**config.mk**
```make
export PLATFORM = sky130hd
export DESIGN_NAME = fbs_out_fifo
export DESIGN_NICKNAME = d
export VERILOG_FILES = /design/src/design/fbs_pkg.sv /design/src/design/fbs_out_fifo.sv
export SDC_FILE = /design/constraint.sdc
export NUM_CORES = 1
export LEC_CHECK = 0
export BUFFER_PORTS_ARGS = -buffer_cell sky130_fd_sc_hd__clkbuf_2
export CORE_MARGIN = 8
export CORE_UTILIZATION = 57
export DETAILED_ROUTE_END_ITERATION = 6
export GPL_ROUTABILITY_DRIVEN = 0
export MAX_ROUTING_LAYER = met4
export PLACE_DENSITY = 0.79
export SYNTH_ARGS = -nofsm -noshare
export SYNTH_HDL_FRONTEND = slang
export SYNTH_SLANG_ARGS = --single-unit
```
**constraint.sdc**
```tcl
create_clock -name clk_i -period 3.7 [get_ports clk_i]
set_input_delay 0.37 -clock clk_i [delete_from_list [all_inputs] [get_ports clk_i]]
set_output_delay 0.37 -clock clk_i [all_outputs]
set_load 0.02 [all_outputs]
```
**src/design/fbs_pkg.sv**
```systemverilog
// Shared types, constants and helpers for the four-neighbour blur stream.
// No dependencies; imported by every module of the block.
`timescale 1ns / 1ps

package fbs_pkg;

  localparam int unsigned PIX_W  = 8;
  localparam int unsigned COL_W  = 8;
  localparam int unsigned ROW_W  = 10;
  localparam int unsigned FW_W   = 9;
  localparam int unsigned FH_W   = 10;
  localparam int unsigned CFG_W  = 10;

  localparam logic [FW_W-1:0] FW_RESET = 9'd160;
  localparam logic [FH_W-1:0] FH_RESET = 10'd120;

  // register indexes on the config port
  localparam logic REG_FRAME_WIDTH  = 1'b0;
  localparam logic REG_FRAME_HEIGHT = 1'b1;

  localparam int unsigned FIFO_DEPTH = 4;

  // one accepted pixel as seen by the result stage
  typedef struct packed {
    logic [PIX_W-1:0] pixel;
    logic [COL_W-1:0] col_left;   // x-1
    logic [COL_W-1:0] col_cur;    // x
    logic [ROW_W-1:0] row;        // y-1
    logic             emit_left;  // result for column x-1
    logic             emit_last;  // result for column x (last column)
    logic             have_down;  // not the flush row
    logic             use_up;     // y-1 > 0
    logic             col_nz;     // x > 0
    logic             use_left2;  // x-1 > 0
    logic             last_row;   // y-1 is the frame's last row
  } fbs_item_t;

  typedef struct packed {
    logic [PIX_W-1:0] value;
    logic [COL_W-1:0] column;
    logic [ROW_W-1:0] row;
    logic             frame_end;
    logic             run_last;
  } fbs_res_t;

  // window register controls
  typedef struct packed {
    logic shift;    // stage 1 item retires
    logic load_p;   // refill: upper-row taps from read ports
    logic load_qc;  // refill: two-up and current-row taps
  } fbs_win_ctl_t;

  function automatic logic [1:0] prev_line(input logic [1:0] rot);
    unique case (rot)
      2'd0:    prev_line = 2'd2;
      2'd1:    prev_line = 2'd0;
      default: prev_line = 2'd1;
    endcase
  endfunction

  function automatic logic [1:0] prev2_line(input logic [1:0] rot);
    unique case (rot)
      2'd0:    prev2_line = 2'd1;
      2'd1:    prev2_line = 2'd2;
      default: prev2_line = 2'd0;
    endcase
  endfunction

endpackage

```
**src/design/fbs_out_fifo.sv**
```systemverilog
// Result queue: takes up to two results per cycle, gives one.
// Depends on fbs_pkg for the result type and depth.
`timescale 1ns / 1ps

module fbs_out_fifo import fbs_pkg::*; (
  input  logic       clk_i,
  input  logic       rst_ni,
  input  logic [1:0] push_n_i,
  input  fbs_res_t   push_a_i,
  input  fbs_res_t   push_b_i,
  output logic       room_o,     // space for two more
  output logic       valid_o,
  input  logic       ready_i,
  output fbs_res_t   head_o
);

  localparam int unsigned PW = $clog2(FIFO_DEPTH);
  localparam int unsigned CW = $clog2(FIFO_DEPTH + 1);

  fbs_res_t        entry_q [FIFO_DEPTH];
  logic [PW-1:0]   head_q, tail_q, tail_nx;
  logic [CW-1:0]   count_q, count_d;
  logic            pop;

  assign pop     = valid_o && ready_i;
  assign valid_o = (count_q != '0);
  assign head_o  = entry_q[head_q];
  assign room_o  = (count_q <= CW'(FIFO_DEPTH - 2));
  assign tail_nx = tail_q + PW'(1);
  assign count_d = count_q + CW'(push_n_i) - CW'(pop);

  always_ff @(posedge clk_i) begin
    if (push_n_i != 2'd0) begin
      entry_q[tail_q] <= push_a_i;
    end
    if (push_n_i == 2'd2) begin
      entry_q[tail_nx] <= push_b_i;
    end
  end

  always_ff @(posedge clk_i or negedge rst_ni) begin
    if (!rst_ni) begin
      head_q  <= '0;
      tail_q  <= '0;
      count_q <= '0;
    end else begin
      head_q  <= head_q + PW'(pop);
      tail_q  <= tail_q + PW'(push_n_i);
      count_q <= count_d;
    end
  end

  a_no_overflow: assert property (@(posedge clk_i) disable iff (!rst_ni)
    (push_n_i != 2'd0) |-> (count_q <= CW'(FIFO_DEPTH - 2)))
    else $error("result queue pushed without room");

  a_count_bound: assert property (@(posedge clk_i) disable iff (!rst_ni)
    count_q <= CW'(FIFO_DEPTH))
    else $error("result queue count out of range");

endmodule

```
==> metrics.csv, run 1 <==
stage,metric,value,unit
grt,vias in the first global route,3706,
logic_synthesis,syn nets,375,
power_and_ir_drop,Power Density,793,nW/um^2
floorplanning,Top-Level Pins,91,
sta,fin crit share,73.3,%
power_and_ir_drop,share of power burned in registers,40.7,%
clock_network,H-tree depth,4,
power_and_ir_drop,proportion of power drawn by combinational gates,34.7,%
sta,fmax,369,MHz
clock_network,clk_lat worst skew,0.51,ns
setup_path,CP max FO,17,
logic_synthesis,synthesized cell area,5980,um^2
grt,largest net degree at the start of global routing,29,
detailed_routing,Antenna Nets Post-Route,0,
logic_synthesis,Cells after Synth,310,
logic_synthesis,Mean Syn Cell Area,19.3,um^2
power_and_ir_drop,P_sw,1840,uW
sta,Final min period,2.71,ns
floorplanning,Initial Util,58.2,%
sta,Slew @ Worst Pin,1.02,ns
setup_path,Worst Path Arrival,2.34,ns
power_and_ir_drop,leakage,0.00261,uW
logic_synthesis,biggest area consumer among synthesized cells,edfxtp_1,
sta,final hold vios,0,
outcome,status,"complete, no violations",
placement,hpwl dp,8050,um
min_path,Tightest Hold Check Type,in2reg,
sta,"Slew Viols, Final",0,
sta,setup slack after layout,0.988,ns
logic_synthesis,YS warnings,0,
power_and_ir_drop,Worst VDD drop,0.595,mV
detailed_routing,routed vias/inst,5.90,
detailed_routing,Via Count,3262,
floorplanning,die width,118,um
setup_path,Worst setup SP type,flip-flop,
logic_synthesis,number of library cell types mapped by synthesis,27,
clock_network,CTS buffer count,17,
floorplanning,FP Rows,37,
finish,nets,473,
logic_synthesis,"Seq/Total Area, Yosys",59.2,%
logic_synthesis,"EDFF count, synth",112,
power_and_ir_drop,share of power burned in the clock network,24.6,%
placement,DP Worst Slack,1.20,ns
floorplanning,Die ar.,14000,um^2
logic_synthesis,main flop type after synthesis,edfxtp_1,
placement,buffers added on ports,90,
setup_path,Setup CP Type,reg2out,
logic_synthesis,synthesized flop and latch total,119,
logic_synthesis,fraction of registers with async set/reset,5.88,%
clock_network,Clock Path Buffers,2,
floorplanning,core area,10300,um^2
run,Max Cap Viol,0,
power_and_ir_drop,Cell Int Power,3730,uW
clock_network,clock-pin slew on the worst setup and hold paths,0.05,ns
detailed_routing,Initial DRT Pass Iterations,4,
clock_network,Root Buffer,clkbuf_8,
setup_path,critical path required time,3.33,ns
floorplanning,die height,118,um
logic_synthesis,largest cells by area after synthesis,"edfxtp_1, mux2_2, mux4_2",
logic_synthesis,Synth top area share,56.3,%
detailed_routing,Initial DRC Count,230,
clock_network,CTS sink cnt,119,
detailed_routing,number of remaining DRC errors,0,
sta,unrepaired setup endpoints after global routing,no,
grt,first-pass GRT wire length,19900,um
finish,share of cells above drive strength 1,64.0,%
detailed_routing,wire per inst,22.7,um
grt,initial antenna violation count,0,
sta,setup violators final,0,
finish,area grow syn2layout,17.5,%
grt,Total Routing Usage GR,19.2,%
finish,Fill cells,721,
setup_path,endpoint type of the worst setup path,primary output,
sta,worst clock skew,0.00407,ns
grt,remaining global-route overflow,0,
sta,worst relative slew slack,31.6,%
power_and_ir_drop,switching fraction of total power,33.0,%
finish,# diodes,0,
clock_network,CTS tree,yes,
sta,Setup TNS,0,ns
detailed_routing,Post-Route WL,12600,um
-- registers in the layout, indices dropped and copies added (netlist names) --
name	cells
count_q	3
entry_q	112
head_q	2
tail_q	2
-- timing repair --
| action | CTS | global route |
|---|---|---|
| endpoints found under the hold margin | 7 | 0 |
| hold buffers | 1 | 0 |
| gates resized for setup | 0 | 0 |
| setup buffers | 0 | 0 |
-- synth_stat cells (2+ instances only) --
cell      instances
buf_2             8
mux2_2           82
mux2i_1           2
nor2_1            2
o21ai_0           2
edfxtp_1        112
xnor2_1           6
and4bb_1          2
mux4_2           28
mux2_4           29
dfrtp_1           7
buf_6             8
buf_12            2
o21bai_1          2
inv_1             4
ha_1              3
-- critical path: stages (launching register included) --
cell	delay, ns
dfrtp_2	0.77
buf_4	0.33
mux4_2	0.55
clkbuf_2	0.18
-- per-layer routing --
layer / up-vias / track usage, % / part of all wire, % / wire length (um)
li1: 1458 / - / - / -
met1: 1695 / 22.6 / 42 / 5250
met2: 105 / 31.5 / 51 / 6470
met3: 4 / 6.28 / 6.2 / 779
met4: 0 / 4.58 / 0.49 / 62
met5: - / - / 0 / 0
-- worst paths after layout --
kind	startpoint	endpoint	slack, ns	cells after the start
max	head_q[0]	head_o[8]	0.99	3
min	ready_i	head_q[0]	0.15	3
max reg2reg	tail_q[1]	entry_q[0][27]	1.20	2
min reg2reg	count_q[2]	count_q[2]	0.58	1
max in group asynchronous	rst_ni	head_q[0]	3.28	2
min in group asynchronous	rst_ni	count_q[1]	0.23	2
-- per-stage QoR --
| stage | util (%) | instance area (um^2) | cells | hold slack (ns) | power, uW |
|---|---|---|---|---|---|
| 4_1_cts | 68.3 | 7020 | 553 | 0.129 | 5640 |
| 3_5_place_dp | 63.5 | 6530 | 524 | 0.220 | 4260 |
| 2_1_floorplan | - | 5980 | 310 | 0.0744 | 3600 |
| 5_1_grt | 68.3 | 7020 | 553 | 0.146 | 5820 |
| 3_3_place_gp | 63.5 | 6530 | 524 | 0.216 | 4200 |
| 6_report | 68.3 | 7020 | 553 | 0.149 | 5570 |
-- power groups by stage --
stage	logic [uW]	registers (uW)	clock network, uW
final	1930	2260	1370
after global routing	2060	2310	1450
after floorplan	1480	2130	0
after global placement	1940	2260	0
after detailed placement	1970	2290	0
after CTS	1980	2270	1390
-- cell usage in the layout, fill, tap and decap left out, drive strengths merged --
cell type    instances
a21oi                1
and4bb               2
buf                  8
bufinv               1
clkbuf             109
clkinv               8
dfrtp                7
dlygate4sd3          1
edfxtp             112
fa                   1
ha                   3
inv                  4
mux2               112
mux2i                2
mux4                28
nand4b               1
nor2                 2
nor4b                1
o21ai                2
o21bai               2
o311ai               1
o31ai                1
or2                  1
or3                  1
xnor2                6
-- final cells by class --
cell class / instances / area (um^2) / share of cell area [%]
Timing Repair Buffer: 99 / 520 / 7.41
Sequential cell: 119 / 3540 / 50.4
Inverter: 4 / 15.0 / 0.214
Clock inverter: 9 / 63.8 / 0.909
Tap cell: 136 / 170 / 2.42
Multi-Input combinational cell: 167 / 2290 / 32.6
Clock buffer: 19 / 422 / 6.00
-- kinds of logic after synthesis --
group                    count (synthesis)  share of synthesized area [%]
multiplexers                           142                           33.8
buffers and inverters                   24                           3.24
AND/OR/NAND/NOR                          8                           1.15
XOR/XNOR                                 6                          0.879
AO/OA/AOI/OAI                            7                          0.774
flip-flops                             119                           59.2
adder cells (fa/ha/maj)                  4                          0.963
Power figures use the tool's default switching activity.
==> run 2: changes to the inputs <==
Settings changed: ABC_AREA from default to 1, CORE_UTILIZATION 57 to 52, PLACE_DENSITY 0.79 to 0.76.
Clock period 3.7 ns to 2.42 ns, I/O delays scaled along.
==> metrics.csv, run 2 <==
stage,metric,value,unit,change
outcome,status,"complete, no violations",,
logic_synthesis,synthesized flop and latch total,119,,unchanged
finish,final instance area,7170,um^2,+2.0%
power_and_ir_drop,P_sw,3580,uW,+95%
finish,area grow syn2layout,18.7,%,
detailed_routing,wire per inst,16.7,um,-26%
logic_synthesis,Cells after Synth,632,,+100%
grt,Total Routing Usage GR,20.1,%,+0.98 points
logic_synthesis,Synth top area share,55.7,%,-0.54 points
power_and_ir_drop,Worst VDD drop,0.657,mV,+10%
placement,buffers added on ports,90,,unchanged
clock_network,Root Buffer,clkbuf_16,,
finish,most frequent cells in the layout,"nand2_1, o21ai_0, edfxtp_1, clkbuf_2, nor2_1",,
detailed_routing,Antenna Nets Post-Route,0,,unchanged
setup_path,"Critical Path, Cell by Cell","inv_2, buf_12, o21ai_0, o21ai_0, clkbuf_2",,
sta,fin crit share,86.0,%,
setup_path,endpoint type of the worst setup path,primary output,,
sta,setup violators final,0,,unchanged
grt,vias in the first global route,4845,,+31%
sta,final hold vios,0,,unchanged
min_path,Tightest Hold Check Type,in2reg,,
placement,total placed instance area,6610,um^2,+1.2%
detailed_routing,Via Count,4805,,+47%
clock_network,Clock Path Buffers,2,,unchanged
detailed_routing,Initial DRT Pass Iterations,6,,+2
detailed_routing,Post-Route WL,14700,um,+17%
sta,"Slew Viols, Final",0,,unchanged
detailed_routing,routed vias/inst,5.49,,-7.0%
sta,worst clock skew,0.00684,ns,+0.00277 ns
power_and_ir_drop,share of power burned in registers,36.2,%,-4.5 points
clock_network,CTS sink cnt,119,,unchanged
finish,share of cells above drive strength 1,24.3,%,-40 points
logic_synthesis,Mean Syn Cell Area,9.55,um^2,-50%
min_path,hold path cells,3,,unchanged
setup_path,Worst Path Arrival,1.84,ns,-0.50 ns
setup_path,CP max FO,44,,+27
finish,max reg flops,112,,unchanged
logic_synthesis,number of library cell types mapped by synthesis,23,,-15%
finish,"most common cell after layout, fill and taps aside",nand2_1,,
power_and_ir_drop,leakage,0.00307,uW,+18%
finish,Reg with most FFs,entry_q,,
logic_synthesis,synthesized cell area,6040,um^2,+0.96%
power_and_ir_drop,switching fraction of total power,38.5,%,+5.5 points
setup_path,critical path required time,2.18,ns,-1.15 ns
clock_network,clk_lat worst skew,0.41,ns,-0.10 ns
logic_synthesis,YS warnings,0,,unchanged
detailed_routing,number of remaining DRC errors,0,,unchanged
floorplanning,core area,11400,um^2,+11%
grt,largest net degree at the start of global routing,45,,+55%
logic_synthesis,"Seq/Total Area, Yosys",58.6,%,-0.56 points
logic_synthesis,main flop type after synthesis,edfxtp_1,,
sta,unrepaired setup endpoints after global routing,no,,
power_and_ir_drop,Cell Int Power,5730,uW,+54%
sta,Final min period,2.08,ns,
logic_synthesis,largest cells by area after synthesis,"edfxtp_1, o21ai_0, nand2_1",,
logic_synthesis,"top cells by count, synth","nand2_1, o21ai_0, edfxtp_1",,
grt,first-pass GRT wire length,23000,um,+16%
sta,worst relative slew slack,51.5,%,+20 points
setup_path,CP most frequent cell,o21ai_0,,
finish,Fill cells,879,,+22%
sta,Slew @ Worst Pin,0.725,ns,-0.299 ns
run,Max Cap Viol,0,,unchanged
sta,fmax,480,MHz,
power_and_ir_drop,Power Density,1300,nW/um^2,+64%
floorplanning,FP Rows,39,,+5.4%
clock_network,CTS buffer count,17,,unchanged
finish,fin util,63.0,%,-5.3 points
floorplanning,Top-Level Pins,91,,unchanged
finish,largest registers,"entry_q (112), count_q (3)",,
logic_synthesis,syn nets,697,,+86%
grt,remaining global-route overflow,0,,unchanged
clock_network,H-tree depth,4,,unchanged
floorplanning,die height,124,um,+4.5%
setup_path,Reg2Reg Depth,5,,+3
grt,initial antenna violation count,1,,+1
power_and_ir_drop,proportion of power drawn by combinational gates,38.6,%,+3.9 points
placement,hpwl dp,9560,um,+19%
floorplanning,die width,124,um,+4.5%
setup_path,Worst path slowest cell,dfrtp_2,,
logic_synthesis,biggest area consumer among synthesized cells,edfxtp_1,,
detailed_routing,Initial DRC Count,598,,+160%
setup_path,Setup CP Type,reg2out,,
logic_synthesis,fraction of registers with async set/reset,5.88,%,unchanged
logic_synthesis,"EDFF count, synth",112,,unchanged
floorplanning,Initial Util,53.1,%,-5.1 points
logic_synthesis,top-count cell post-synth,nand2_1,,
power_and_ir_drop,share of power burned in the clock network,25.2,%,+0.6 points
clock_network,CTS tree,yes,,
setup_path,Critical Path Max Stage Delay,0.41,ns,-0.36 ns
clock_network,clock-pin slew on the worst setup and hold paths,0.05,ns,about the same
floorplanning,Die ar.,15300,um^2,+9.2%
setup_path,Worst setup SP type,flip-flop,,
finish,nets,784,,+66%
-- run 2: cell count changes in the layout (fill, tap and decap cells not counted), sizes merged, moves of 28 or more --
cell,change
nor2,+88
o21ai,+196
mux4,-28
inv,+34
mux2,-112
nand2,+129
-- run 2: worst paths after layout --
check	start	end	slack, ns
worst max-delay path	head_q[0]	head_o[7]	0.34
worst min register to register	head_q[1]	head_q[1]	0.50
min in group asynchronous	rst_ni	count_q[0]	0.21
worst min-delay path	ready_i	head_q[0]	0.15
max in group asynchronous	rst_ni	head_q[0]	2.01
worst max register to register	tail_q[1]	entry_q[3][10]	0.54
-- run 2: repair_timing --
item,4_1_cts,5_1_grt
endpoints found under the hold margin,7,0
buffers inserted,0,0
hold buffers,1,0
gates resized for setup,0,0
-- run 2: layout make-up --
cell class	count	area (um^2)	area share, %
Antenna cell	1	2.50	0.0349
Clock buffer	21	440	6.15
Clock inverter	11	108	1.50
Inverter	39	146	2.04
Multi-Input combinational cell	431	2120	29.5
Sequential cell	119	3540	49.4
Tap cell	143	179	2.50
Timing Repair Buffer	111	636	8.87
-- run 2: kinds of logic (layout without fill, tap and decap cells) --
logic type | count (synthesis) | after routing | share of synthesized area, %
buffers and inverters | 82 | 182 | 7.36
xor gates and xnor gates | 2 | 2 | 0.290
AOI/OAI and AO/OA | 202 | 202 | 18.7
DFF | 119 | 119 | 58.6
and+or+nand+nor | 223 | 223 | 14.1
other | 0 | 1 | 0
adders and majority gates | 4 | 4 | 0.954
-- run 2: power groups by stage --
stage / registers, uW / clock network [uW] / logic [uW]
global placement: 3370 / 0 / 3490
global route: 3430 / 2450 / 3960
floorplan: 3370 / 0 / 2380
finish: 3370 / 2350 / 3590
detailed placement: 3410 / 0 / 3610
CTS: 3380 / 2360 / 3630
-- run 2: critical path: cells and delay by family, from the launching register on --
family	cells	cell delay, ns
buf+inv	3	0.67
flops	1	0.41
compound gates	2	0.35
-- run 2: routing by layer --
layer	vias to the layer above	global-route usage, %	share of wire, %
met5	-	-	0
met4	0	6.77	1.5
met3	20	5.44	7.5
met2	200	33.9	51
met1	2242	22.9	40
li1	2343	-	-
-- run 2: through the flow --
stage          std cells  hold WS (ns)  setup slack, ns  TNS [ns]  total power [uW]
2_1_floorplan        632       -0.0536           -0.682    -56.44              5760
3_3_place_gp         842        0.0903            0.587         0              6870
3_5_place_dp         842        0.0974            0.539         0              7020
4_1_cts              875         0.138            0.294         0              9370
5_1_grt              876         0.160            0.209         0              9840
6_report             876         0.152            0.338         0              9310
