## config.mk

```make
export PLATFORM = sky130hd
export DESIGN_NAME = fbs_window
export DESIGN_NICKNAME = d
export VERILOG_FILES = /design/src/design/fbs_pkg.sv /design/src/design/fbs_window.sv
export SDC_FILE = /design/constraint.sdc
export NUM_CORES = 1
export LEC_CHECK = 0
export BUFFER_PORTS_ARGS = -buffer_cell sky130_fd_sc_hd__buf_2
export CAP_MARGIN = 20
export CORE_ASPECT_RATIO = 0.7
export CORE_MARGIN = 1.5
export CORE_UTILIZATION = 55
export CTS_BUF_LIST = sky130_fd_sc_hd__clkbuf_16
export CTS_CLUSTER_SIZE = 30
export DETAILED_ROUTE_END_ITERATION = 16
export PLACE_DENSITY_LB_ADDON = 0.2
export SYNTH_ARGS = -nofsm -noshare
export SYNTH_HDL_FRONTEND = slang
export SYNTH_SLANG_ARGS = --single-unit
```

## constraint.sdc

```tcl
create_clock -name clk_i -period 5.2 [get_ports clk_i]
set_clock_uncertainty 0.15 [all_clocks]
set_input_delay 0 -clock clk_i [delete_from_list [all_inputs] [get_ports clk_i]]
set_output_delay 0 -clock clk_i [all_outputs]
set_load 0.02 [all_outputs]
```

## src/design/fbs_pkg.sv

```systemverilog
// Shared types, constants and helpers for the four-neighbour blur stream.
// No dependencies; imported by every module of the block.
`timescale 1ns / 1ps

package fbs_pkg;

  localparam int unsigned PIX_W  = 8;
  localparam int unsigned COL_W  = 8;
  localparam int unsigned ROW_W  = 10;
  localparam int unsigned FW_W   = 9;
  localparam int unsigned FH_W   = 10;
  localparam int unsigned CFG_W  = 10;

  localparam logic [FW_W-1:0] FW_RESET = 9'd160;
  localparam logic [FH_W-1:0] FH_RESET = 10'd120;

  // register indexes on the config port
  localparam logic REG_FRAME_WIDTH  = 1'b0;
  localparam logic REG_FRAME_HEIGHT = 1'b1;

  localparam int unsigned FIFO_DEPTH = 4;

  // one accepted pixel as seen by the result stage
  typedef struct packed {
    logic [PIX_W-1:0] pixel;
    logic [COL_W-1:0] col_left;   // x-1
    logic [COL_W-1:0] col_cur;    // x
    logic [ROW_W-1:0] row;        // y-1
    logic             emit_left;  // result for column x-1
    logic             emit_last;  // result for column x (last column)
    logic             have_down;  // not the flush row
    logic             use_up;     // y-1 > 0
    logic             col_nz;     // x > 0
    logic             use_left2;  // x-1 > 0
    logic             last_row;   // y-1 is the frame's last row
  } fbs_item_t;

  typedef struct packed {
    logic [PIX_W-1:0] value;
    logic [COL_W-1:0] column;
    logic [ROW_W-1:0] row;
    logic             frame_end;
    logic             run_last;
  } fbs_res_t;

  // window register controls
  typedef struct packed {
    logic shift;    // stage 1 item retires
    logic load_p;   // refill: upper-row taps from read ports
    logic load_qc;  // refill: two-up and current-row taps
  } fbs_win_ctl_t;

  function automatic logic [1:0] prev_line(input logic [1:0] rot);
    unique case (rot)
      2'd0:    prev_line = 2'd2;
      2'd1:    prev_line = 2'd0;
      default: prev_line = 2'd1;
    endcase
  endfunction

  function automatic logic [1:0] prev2_line(input logic [1:0] rot);
    unique case (rot)
      2'd0:    prev2_line = 2'd1;
      2'd1:    prev2_line = 2'd2;
      default: prev2_line = 2'd0;
    endcase
  endfunction

endpackage

```

## src/design/fbs_window.sv

```systemverilog
// Neighbour window taps and the two blur results of one item.
// Depends on fbs_pkg for item, result and control types.
`timescale 1ns / 1ps

module fbs_window import fbs_pkg::*; (
  input  logic             clk_i,
  input  fbs_item_t        item_i,
  input  logic [PIX_W-1:0] rd0_i,   // upper row at x (refill: various)
  input  logic [PIX_W-1:0] rd1_i,   // two rows up at x (refill: various)
  input  fbs_win_ctl_t     ctl_i,
  output fbs_res_t         res_a_o,
  output fbs_res_t         res_b_o,
  output logic [1:0]       n_res_o
);

  // taps one and two columns behind the item in stage 1
  logic [PIX_W-1:0] p1_q, p2_q, q1_q, c1_q;
  logic [PIX_W+1:0] sum_left, sum_last;
  fbs_res_t         res_left, res_last;

  always_ff @(posedge clk_i) begin
    if (ctl_i.shift) begin
      p2_q <= p1_q;
      p1_q <= rd0_i;
      q1_q <= rd1_i;
      c1_q <= item_i.pixel;
    end else if (ctl_i.load_p) begin
      p2_q <= rd0_i;
      p1_q <= rd1_i;
    end else if (ctl_i.load_qc) begin
      q1_q <= rd0_i;
      c1_q <= rd1_i;
    end
  end

  always_comb begin
    sum_left = (PIX_W+2)'(rd0_i)
             + (item_i.use_left2 ? (PIX_W+2)'(p2_q) : '0)
             + (item_i.use_up    ? (PIX_W+2)'(q1_q) : '0)
             + (item_i.have_down ? (PIX_W+2)'(c1_q) : '0);
    sum_last = (item_i.col_nz    ? (PIX_W+2)'(p1_q) : '0)
             + (item_i.use_up    ? (PIX_W+2)'(rd1_i) : '0)
             + (item_i.have_down ? (PIX_W+2)'(item_i.pixel) : '0);

    res_left.value     = sum_left[PIX_W+1:2];
    res_left.column    = item_i.col_left;
    res_left.row       = item_i.row;
    res_left.frame_end = 1'b0;
    res_left.run_last  = !item_i.emit_last;

    res_last.value     = sum_last[PIX_W+1:2];
    res_last.column    = item_i.col_cur;
    res_last.row       = item_i.row;
    res_last.frame_end = item_i.last_row;
    res_last.run_last  = 1'b1;

    res_a_o = item_i.emit_left ? res_left : res_last;
    res_b_o = res_last;
    n_res_o = 2'(item_i.emit_left) + 2'(item_i.emit_last);
  end

endmodule

```

==> results of run 1 <==
==> flip-flops by register name (all words and copies together), names as in the netlist <==
name and flops:
c1_q 8, q1_q 8, p2_q 8, p1_q 8
==> Yosys cell counts <==
cell type / count / share of area, %
clkbuf_1: 10 / 1.2
buf_4: 30 / 7.0
edfxtp_1: 32 / 30
a31oi_2: 1 / 0.39
mux2_1: 1 / 0.35
or4_1: 2 / 0.47
nand3b_1: 1 / 0.23
nand3_1: 3 / 0.47
o32ai_1: 1 / 0.27
a31oi_1: 1 / 0.19
a221oi_1: 1 / 0.27
a211oi_1: 2 / 0.47
mux2i_1: 2 / 0.62
o21ai_0: 6 / 0.93
fa_1: 24 / 15
o21bai_1: 1 / 0.23
a21oi_1: 5 / 0.78
nand4_2: 1 / 0.39
or3_1: 1 / 0.19
o21ai_2: 1 / 0.27
a21o_1: 3 / 0.70
nand4_1: 1 / 0.19
and2_1: 9 / 1.8
nor4_2: 1 / 0.39
nor3_1: 5 / 0.78
xnor2_1: 5 / 1.4
nor2_1: 8 / 0.93
o21a_1: 4 / 0.93
nor2b_1: 3 / 0.58
mux2_2: 11 / 3.9
o31ai_1: 2 / 0.47
ha_1: 16 / 6.2
conb_1: 1 / 0.12
a311oi_1: 2 / 0.54
nand2b_1: 16 / 3.1
inv_1: 38 / 4.4
or2_2: 2 / 0.39
xor2_1: 4 / 1.1
nand2_1: 108 / 13
==> metal layers <==
layer | share of wire (%) | wire length, microns | up-vias | track usage (%)
met4 | 1.6 | 123 | 0 | 8.77
met1 | 42 | 3170 | 1306 | 30.1
li1 | - | - | 1356 | -
met5 | 0 | 0 | - | 0
met3 | 4.6 | 342 | 15 | 5.14
met2 | 52 | 3870 | 77 | 45.9
==> area by class of cell <==
class | count | area share, %
Timing Repair Buffer | 136 | 22.6
Clock inverter | 2 | 0.183
Multi-Input combinational cell | 255 | 45.0
Sequential cell | 32 | 23.4
Tap cell | 75 | 2.29
Inverter | 38 | 3.47
Clock buffer | 5 | 3.05
==> what timing repair did <==
item	4_1_cts	5_1_grt
resized for setup	0	0
endpoints found under the hold margin	52	0
hold buffers	49	0
==> cells by family (layout without fill, tap and decap cells) <==
| kind of cell | after synthesis | in the layout | share of synthesized area [%] |
|---|---|---|---|
| AOI/OAI and AO/OA | 30 | 30 | 6.46 |
| xor gates and xnor gates | 9 | 9 | 2.45 |
| adders and majority gates | 40 | 40 | 21.2 |
| buffers and inverters | 78 | 181 | 12.6 |
| DFF | 32 | 32 | 29.9 |
| muxes | 14 | 14 | 4.82 |
| other | 1 | 1 | 0.117 |
| and+or+nand+nor | 161 | 161 | 22.5 |
==> per-stage QoR <==
stage	instances	hold WS (ns)	area [sq um]
2_1_floorplan	365	-0.0374	3220
3_3_place_gp	487	-0.150	3480
3_5_place_dp	487	-0.150	3480
4_1_cts	543	0.0812	4110
5_1_grt	543	0.0843	4110
6_report	543	0.0805	4110
==> power groups by stage <==
stage / logic (mW) / registers (mW) / clock network (mW)
2_1_floorplan: 0.434 / 0.330 / 0
3_3_place_gp: 0.545 / 0.332 / 0
3_5_place_dp: 0.557 / 0.333 / 0
4_1_cts: 0.604 / 0.328 / 0.276
5_1_grt: 0.664 / 0.331 / 0.285
6_report: 0.602 / 0.329 / 0.269
==> worst max path at each step <==
stage / from / endpoint / slack (ns) / depth (start not counted)
6_report: rd0_i[3] / res_a_o[26] / 1.54 / 13
5_1_grt: rd0_i[3] / res_a_o[26] / 1.39 / 13
4_1_cts: rd0_i[3] / res_a_o[26] / 1.54 / 13
3_5_place_dp: p2_q[3] / res_a_o[26] / 1.87 / 11
3_3_place_gp: p2_q[3] / res_a_o[26] / 1.90 / 11
2_1_floorplan: p2_q[1] / res_a_o[27] / 1.98 / 11
==> worst max-delay path, stage by stage <==
cell and delay (ns):
dlygate4sd3_1 0.52, buf_2 0.12, inv_1 0.07, fa_1 0.50
fa_1 0.54, inv_1 0.04, ha_1 0.33, a21oi_1 0.20
o21ai_2 0.10, a311oi_1 0.31, mux2_1 0.35, mux2_2 0.27
buf_2 0.16
==> impl_metrics.ini, run 1 <==
[pwr]
p_seq_share_pct = 27.4
p_int_mw = 0.743
p_sw_mw = 0.457
power_frac_comb_pct = 50.2
finalPower_mw = 1.20
ir_drop_uv = 165
leakagePower_nw = 2.06
p_sw_share_pct = 38.1
power.share.clock_pct = 22.4
power_density_nw_per_um2 = 292

[critical_path]
critPathKind = input pin to primary output
r2r-start = p1_q[2]
arrival_ns = 3.51
timing.rr.end = p2_q[2]
end_kind = primary output
reg2reg_slack_ns = 4.25
cp_max_fo = 4
r2r_cells = 2
start_kind = input pin
worstPathRequired_ns = 5.05

[global_routing]
grt_start_max_net_pins = 51
antenna_found_initial = 0
first_global_vias = 2638
grt_overflow = 0
grt_pass1_wl_microns = 11800
grt_usage_pct = 25.3

[min_path]
hold_depth = 2
worstHoldPathType = input pin to primary output
holdCritStartpoint = item_i[19]
hold_end = res_b_o[14]

[routing]
drc = 0
dr.pass1.iters = 4
initialDrtViolationCount = 146
drtAntennaViolNets = 0
wl_per_cell_microns = 13.8
vias = 2754
postRouteWirelength_microns = 7510
vias_per_cell = 5.07

[finish]
drive_above_1_share_pct = 23.3
multi_input_area_sq_um = 1850
mostFrequentLayoutCells = nand2_1 (108), buf_2 (87), dlygate4sd3_1 (49)
fill_cells = 432
final_nets = 569
area_delta_synth_final_pct = 27.7
post-route-util_pct = 72.4
ff_latch_area_sq_um = 961
insertedDiodeCount = 0
layout_commonest_cell = nand2_1

[logic_synthesis]
synth_seq_cells = 32
syn_inst = 365
synthDistinctLibCells = 39
ys_seq_area_share_pct = 29.9
syn-num-nets = 466
synth_area_per_cell_sq_um = 8.81
yosys_warnings = 0
syn_area_sq_um = 3220

[clock_tree]
cts_buffers = 5
ctsRootBufferMaster = clkbuf_16
cts.sinks = 32
cts_tree = built
clock_path_buffers = 2
worstSkewPairLatency_ns = 0.27
htree_levels = 2
postCtsSetupRepairBufs = 0

[sta]
max_freq_mhz = 273
finalHoldViolCount = 0
fin_ws_ns = 1.54
setup_violations = 0
tightest_slew_ns = 0.748
final.setup.tns_ns = 0
slew_headroom_pct = 50.2
rsz0062_at_grt = false
drv_slew = 0
min_period_over_period_pct = 70.5
fin_crit_ns = 3.66

[floorplan]
die_y_microns = 67.0
core-area_sq_um = 5670
io_pins = 119
num_rows = 23
die_w_microns = 94.4
die_area_sq_um = 6320
initial_utilization_pct = 56.7

[placement]
dpl.hpwl_microns = 5410
io_buffers = 87
gp_congestion = 0.862
pre_cts_slack_ns = 1.87

[outcome]
status = finished clean

[run]
cap_violations = 0
Power figures use the tool's default switching activity.
==> run 2, diff against run 1 <==
- CORE_UTILIZATION: 55 -> 46
- clock period: 5.2 -> 3.1 ns (I/O delays scaled with it)
==> run 2 against run 1 <==
  * The flow now finishes with violations (setup timing)
  * Sequential power up 68%
  * Via count up 3.6%
  * Count of clock-buffer cells in the layout unchanged
  * Cell area up 9.2%
  * Hold slack about the same
  * Wire length up 9.5%
  * Non-clock buffer count up 22
  * First-iteration DRC count down 25%
  * Register-to-register slack worse by 2.1 ns
  * Combinational power up 120%
  * Critical endpoint unchanged
==> impl_metrics.ini, run 2 (synthesized netlist as in run 1, its figures left out) <==
[floorplan]
num_rows = 25
die_area_sq_um = 7510
die_y_microns = 73.0
initial_utilization_pct = 47.6
core-area_sq_um = 6760
die_w_microns = 103
io_pins = 119

[critical_path]
critPathKind = flop to primary output
worstPathRequired_ns = 2.95
start_kind = flop
end_kind = primary output
cp_max_fo = 2
arrival_ns = 3.20

[outcome]
status = finished with violations
failed_checks = setup timing

[clock_tree]
htree_levels = 2
worstSkewPairLatency_ns = 0.28
cts.sinks = 32
clock_path_buffers = 2
cts_tree = built
cts.clk_slew.worst_paths_ns = 0.05
cts_buffers = 5
ctsRootBufferMaster = clkbuf_16

[routing]
postRouteWirelength_microns = 8230
initialDrtViolationCount = 110
dr.pass1.iters = 4
vias_per_cell = 4.88
wl_per_cell_microns = 14.1
vias = 2852
drtAntennaViolNets = 0
drc = 0

[sta]
fin_crit_ns = 3.35
rsz0062_at_grt = true
final.setup.tns_ns = -0.869
fin_ws_ns = -0.254
slew_headroom_pct = 46.5
holdWs_ns = 0.0803
tightest_slew_ns = 0.803
drv_slew = 0
finalHoldViolCount = 0
max_freq_mhz = 298
setup_violations = 5
min_period_over_period_pct = 108

[global_routing]
first_global_vias = 2841
grt_overflow = 0
antenna_found_initial = 0
grt_pass1_wl_microns = 12800
grt_usage_pct = 22.3
grt_start_max_net_pins = 51

[run]
cap_violations = 0

[finish]
area_delta_synth_final_pct = 39.4
layout_commonest_cell = nand2_1
final_nets = 591
mostFrequentLayoutCells = nand2_1 (103), buf_2 (81), dlygate4sd3_1 (49)
design_area_sq_um = 4480
finalNonFillerCells = 584
insertedDiodeCount = 0
drive_above_1_share_pct = 31.8

[min_path]
worstHoldPathType = input pin to primary output

[placement]
dpl.hpwl_microns = 5690
io_buffers = 87
gp_congestion = 0.840
placed_area_sq_um = 3670
dp_cells = 526

[pwr]
leakagePower_nw = 2.19
power_density_nw_per_um2 = 519
ir_drop_uv = 265
finalPower_mw = 2.33
[run 2: cell types whose count changed in the layout (fill, tap and decap cells not counted), moves of 3 or more]
| cell | previous run | this run |
|---|---|---|
| ha_1 | 16 | 11 |
| fa_2 | 0 | 3 |
| nand2_2 | 0 | 5 |
| buf_2 | 87 | 81 |
| mux2_4 | 0 | 3 |
| ha_4 | 0 | 3 |
| buf_6 | 0 | 4 |
| nand2_1 | 108 | 103 |
| fa_1 | 24 | 21 |
| buf_4 | 0 | 24 |
[run 2: cell type report]
class                           instances  area, sq um
Clock inverter                          2         7.51
Sequential cell                        32          961
Inverter                               38          143
Fill cell                             582         2270
Multi-Input combinational cell        255         2010
Timing Repair Buffer                  158         1120
Clock buffer                            5          125
Tap cell                               94          118
[run 2: critical path, stage by stage (launching register included)]
cell,delay (ns)
edfxtp_1,0.38
nand2_2,0.08
fa_1,0.44
fa_1,0.54
inv_2,0.05
ha_4,0.21
a21o_1,0.19
a311oi_4,0.31
mux2_4,0.33
mux2_4,0.27
buf_6,0.13
[run 2: worst paths after layout]
| check | from | endpoint | slack [ns] | depth (start not counted) |
|---|---|---|---|---|
| worst max-delay path | p2_q[5] | res_a_o[26] | -0.25 | 10 |
| worst min register to register | p1_q[7] | p2_q[7] | 0.40 | 2 |
| worst max register to register | p1_q[1] | p2_q[1] | 2.17 | 2 |
| worst min-delay path | item_i[0] | res_b_o[1] | 0.08 | 2 |
[run 2: through the flow]
| stage | setup slack [ns] | util, % |
|---|---|---|
| finish | -0.254 | 66.4 |
| detailed placement | -0.218 | 54.3 |
| global route | -0.354 | 66.4 |
| global placement | -0.169 | 54.3 |
| CTS | -0.311 | 65.1 |
| floorplan | 0.0454 | - |
[run 2: layer usage]
layer | up-vias | part of all wire [%] | GRT usage [%]
met4 | 0 | 0.89 | 5.41
met1 | 1367 | 44 | 28.9
li1 | 1394 | - | -
met3 | 16 | 4.1 | 3.74
met5 | - | 0 | 0
met2 | 75 | 51 | 39.0
[run 2: repair_timing]
| item | CTS | global route |
|---|---|---|
| endpoints found under the hold margin | 51 | 0 |
| gates cloned | 0 | 0 |
| resized for setup | 25 | 17 |
| hold buffers | 49 | 0 |
| setup endpoints to repair | 9 | 9 |
| buffers inserted | 2 | 1 |
| pin swaps | 23 | 21 |
[run 2: where the power goes]
part,switching [mW],total [mW],internal [mW]
registers,0.0177,0.553,0.535
logic,0.693,1.31,0.620
clock network,0.175,0.462,0.287
total,0.885,2.33,1.44
==> run 3, diff against run 2 <==
- CELL_PAD_IN_SITES_DETAIL_PLACEMENT: not set -> 1
- CELL_PAD_IN_SITES_GLOBAL_PLACEMENT: not set -> 2
- CORE_UTILIZATION: 46 -> 26
==> run 3 against run 2 <==
  * The run still ends with setup timing left
  * Count of clock-buffer cells in the layout unchanged
  * Sequential power about the same
  * Clock power about the same
  * Wire length up 17%
  * Largest cell class unchanged
  * Combinational power up 11%
  * Critical endpoint is now res_a_o[23]
  * Sequential cell count unchanged
==> impl_metrics.ini, run 3 (synthesized netlist as in run 1, its figures left out) <==
[outcome]
status = finished with violations
failed_checks = setup timing

[routing]
drtAntennaViolNets = 0
dr.pass1.iters = 4
vias_per_cell = 4.37
initialDrtViolationCount = 71
wl_per_cell_microns = 14.6
postRouteWirelength_microns = 9600
drc = 0
vias = 2880

[placement]
io_buffers = 87
placed_area_sq_um = 3790
pre_cts_slack_ns = -0.252
gp_congestion = 0.740
dpl.hpwl_microns = 7270

[finish]
design_area_sq_um = 4690
mostFrequentLayoutCells = nand2_1 (106), buf_2 (80), dlygate4sd3_1 (49)
fill_cells = 1425
layout_commonest_cell = nand2_1
insertedDiodeCount = 0
area_delta_synth_final_pct = 46.0
drive_above_1_share_pct = 34.1
final_nets = 603

[critical_path]
r2r_cells = 2
worstPathRequired_ns = 2.95
arrival_ns = 3.19
end_kind = primary output
cp_max_fo = 3
cp-endpoint = res_a_o[23]
timing.rr.end = p2_q[6]
critPathKind = flop to primary output
r2r-start = p1_q[6]
reg2reg_slack_ns = 2.15
start_kind = flop
crit_start = q1_q[3]

[clock_tree]
cts_buffers = 5
htree_levels = 2
clock_path_buffers = 2
cts.clk_slew.worst_paths_ns = 0.05
cts_tree = built
ctsRootBufferMaster = clkbuf_16
cts.sinks = 32
worstSkewPairLatency_ns = 0.28

[pwr]
p_seq_share_pct = 22.4
power_density_nw_per_um2 = 525
power.share.clock_pct = 18.8
p_int_mw = 1.53
p_sw_share_pct = 37.9
power_frac_comb_pct = 58.8
leakagePower_nw = 2.26
ir_drop_uv = 180
p_sw_mw = 0.934
finalPower_mw = 2.46

[sta]
fin_crit_ns = 3.34
finalHoldViolCount = 0
setup_violations = 9
slew_headroom_pct = 48.7
max_freq_mhz = 300
rsz0062_at_grt = true
tightest_slew_ns = 0.770
drv_slew = 0
min_period_over_period_pct = 108
fin_ws_ns = -0.238

[global_routing]
grt_start_max_net_pins = 50
grt_usage_pct = 15.3
first_global_vias = 3002
grt_overflow = 0
antenna_found_initial = 0
grt_pass1_wl_microns = 15200

[floorplan]
die_w_microns = 136
die_area_sq_um = 13100
die_y_microns = 96.0
core-area_sq_um = 11900
initial_utilization_pct = 27.0
io_pins = 119
num_rows = 33

[min_path]
worstHoldPathType = input pin to primary output

[run]
cap_violations = 0
==> run 3: cell count changes in the layout (fill, tap and decap cells not counted), moves of 2 or more <==
cell	before	now
a311oi_2	0	2
a31oi_2	0	2
buf_4	24	33
buf_6	4	8
nand2_1	103	106
nand2_2	5	2
==> run 3: per-stage QoR <==
step	cells	setup TNS [ns]	hold WS (ns)	utilization (%)
after CTS	656	-1.56	0.0836	38.5
after global routing	659	-2.39	0.0926	39.5
after global placement	595	-0.519	-0.150	31.9
after floorplan	365	0	-0.0374	-
after detailed placement	595	-0.727	-0.150	31.9
final	659	-1.11	0.0816	39.5
==> run 3: critical path, cell delays in order, from the launching register on <==
cell	delay, ns
edfxtp_1	0.38
nand2_2	0.09
fa_1	0.43
fa_1	0.51
inv_2	0.05
ha_4	0.23
buf_6	0.11
nor2b_2	0.14
o21a_1	0.18
o21a_2	0.23
buf_4	0.14
buf_6	0.11
o31ai_4	0.18
buf_6	0.15
==> run 3: power groups by stage <==
stage,clock [mW],sequential (mW),combinational [mW]
after detailed placement,0,0.560,1.11
after global placement,0,0.558,1.10
after global routing,0.493,0.556,1.59
after CTS,0.474,0.552,1.34
after floorplan,0,0.553,0.735
final,0.463,0.551,1.45
==> run 3: repair_timing <==
action                                  CTS  global route
buffers inserted                          5             4
endpoints found under the setup margin    9             9
endpoints found under the hold margin    51             0
hold buffers                             49             0
resized for setup                        30            20
cloned                                    0             0
pin swaps                                27             8
==> run 3: metal layers <==
metal  up-vias  wire [microns]  GRT usage, %
met5         -               0             0
met2        55            4520          26.2
met1      1392            4600          20.4
met4         0             106          3.19
li1       1424               -             -
met3         9             376          2.90
==> run 3: layout make-up <==
class / count / area [sq um] / area share, %
sequential: 32 / 961 / 20.5
multi-input combinational: 255 / 2030 / 43.3
inverter: 38 / 143 / 3.04
clock inverter: 2 / 7.51 / 0.160
tap: 157 / 196 / 4.18
timing repair buffer: 170 / 1230 / 26.2
clock buffer: 5 / 125 / 2.67
==> run 3: worst min-delay path by stage <==
| stage | from | end | slack [ns] | depth (start not counted) |
|---|---|---|---|---|
| floorplan | item_i[15] | res_a_o[10] | -0.04 | 1 |
| global placement | item_i[11] | res_a_o[6] | -0.15 | 0 |
| CTS | item_i[22] | res_b_o[17] | 0.08 | 2 |
| detailed placement | item_i[11] | res_a_o[6] | -0.15 | 0 |
| global route | item_i[22] | res_b_o[17] | 0.09 | 2 |
| finish | item_i[22] | res_b_o[17] | 0.08 | 2 |
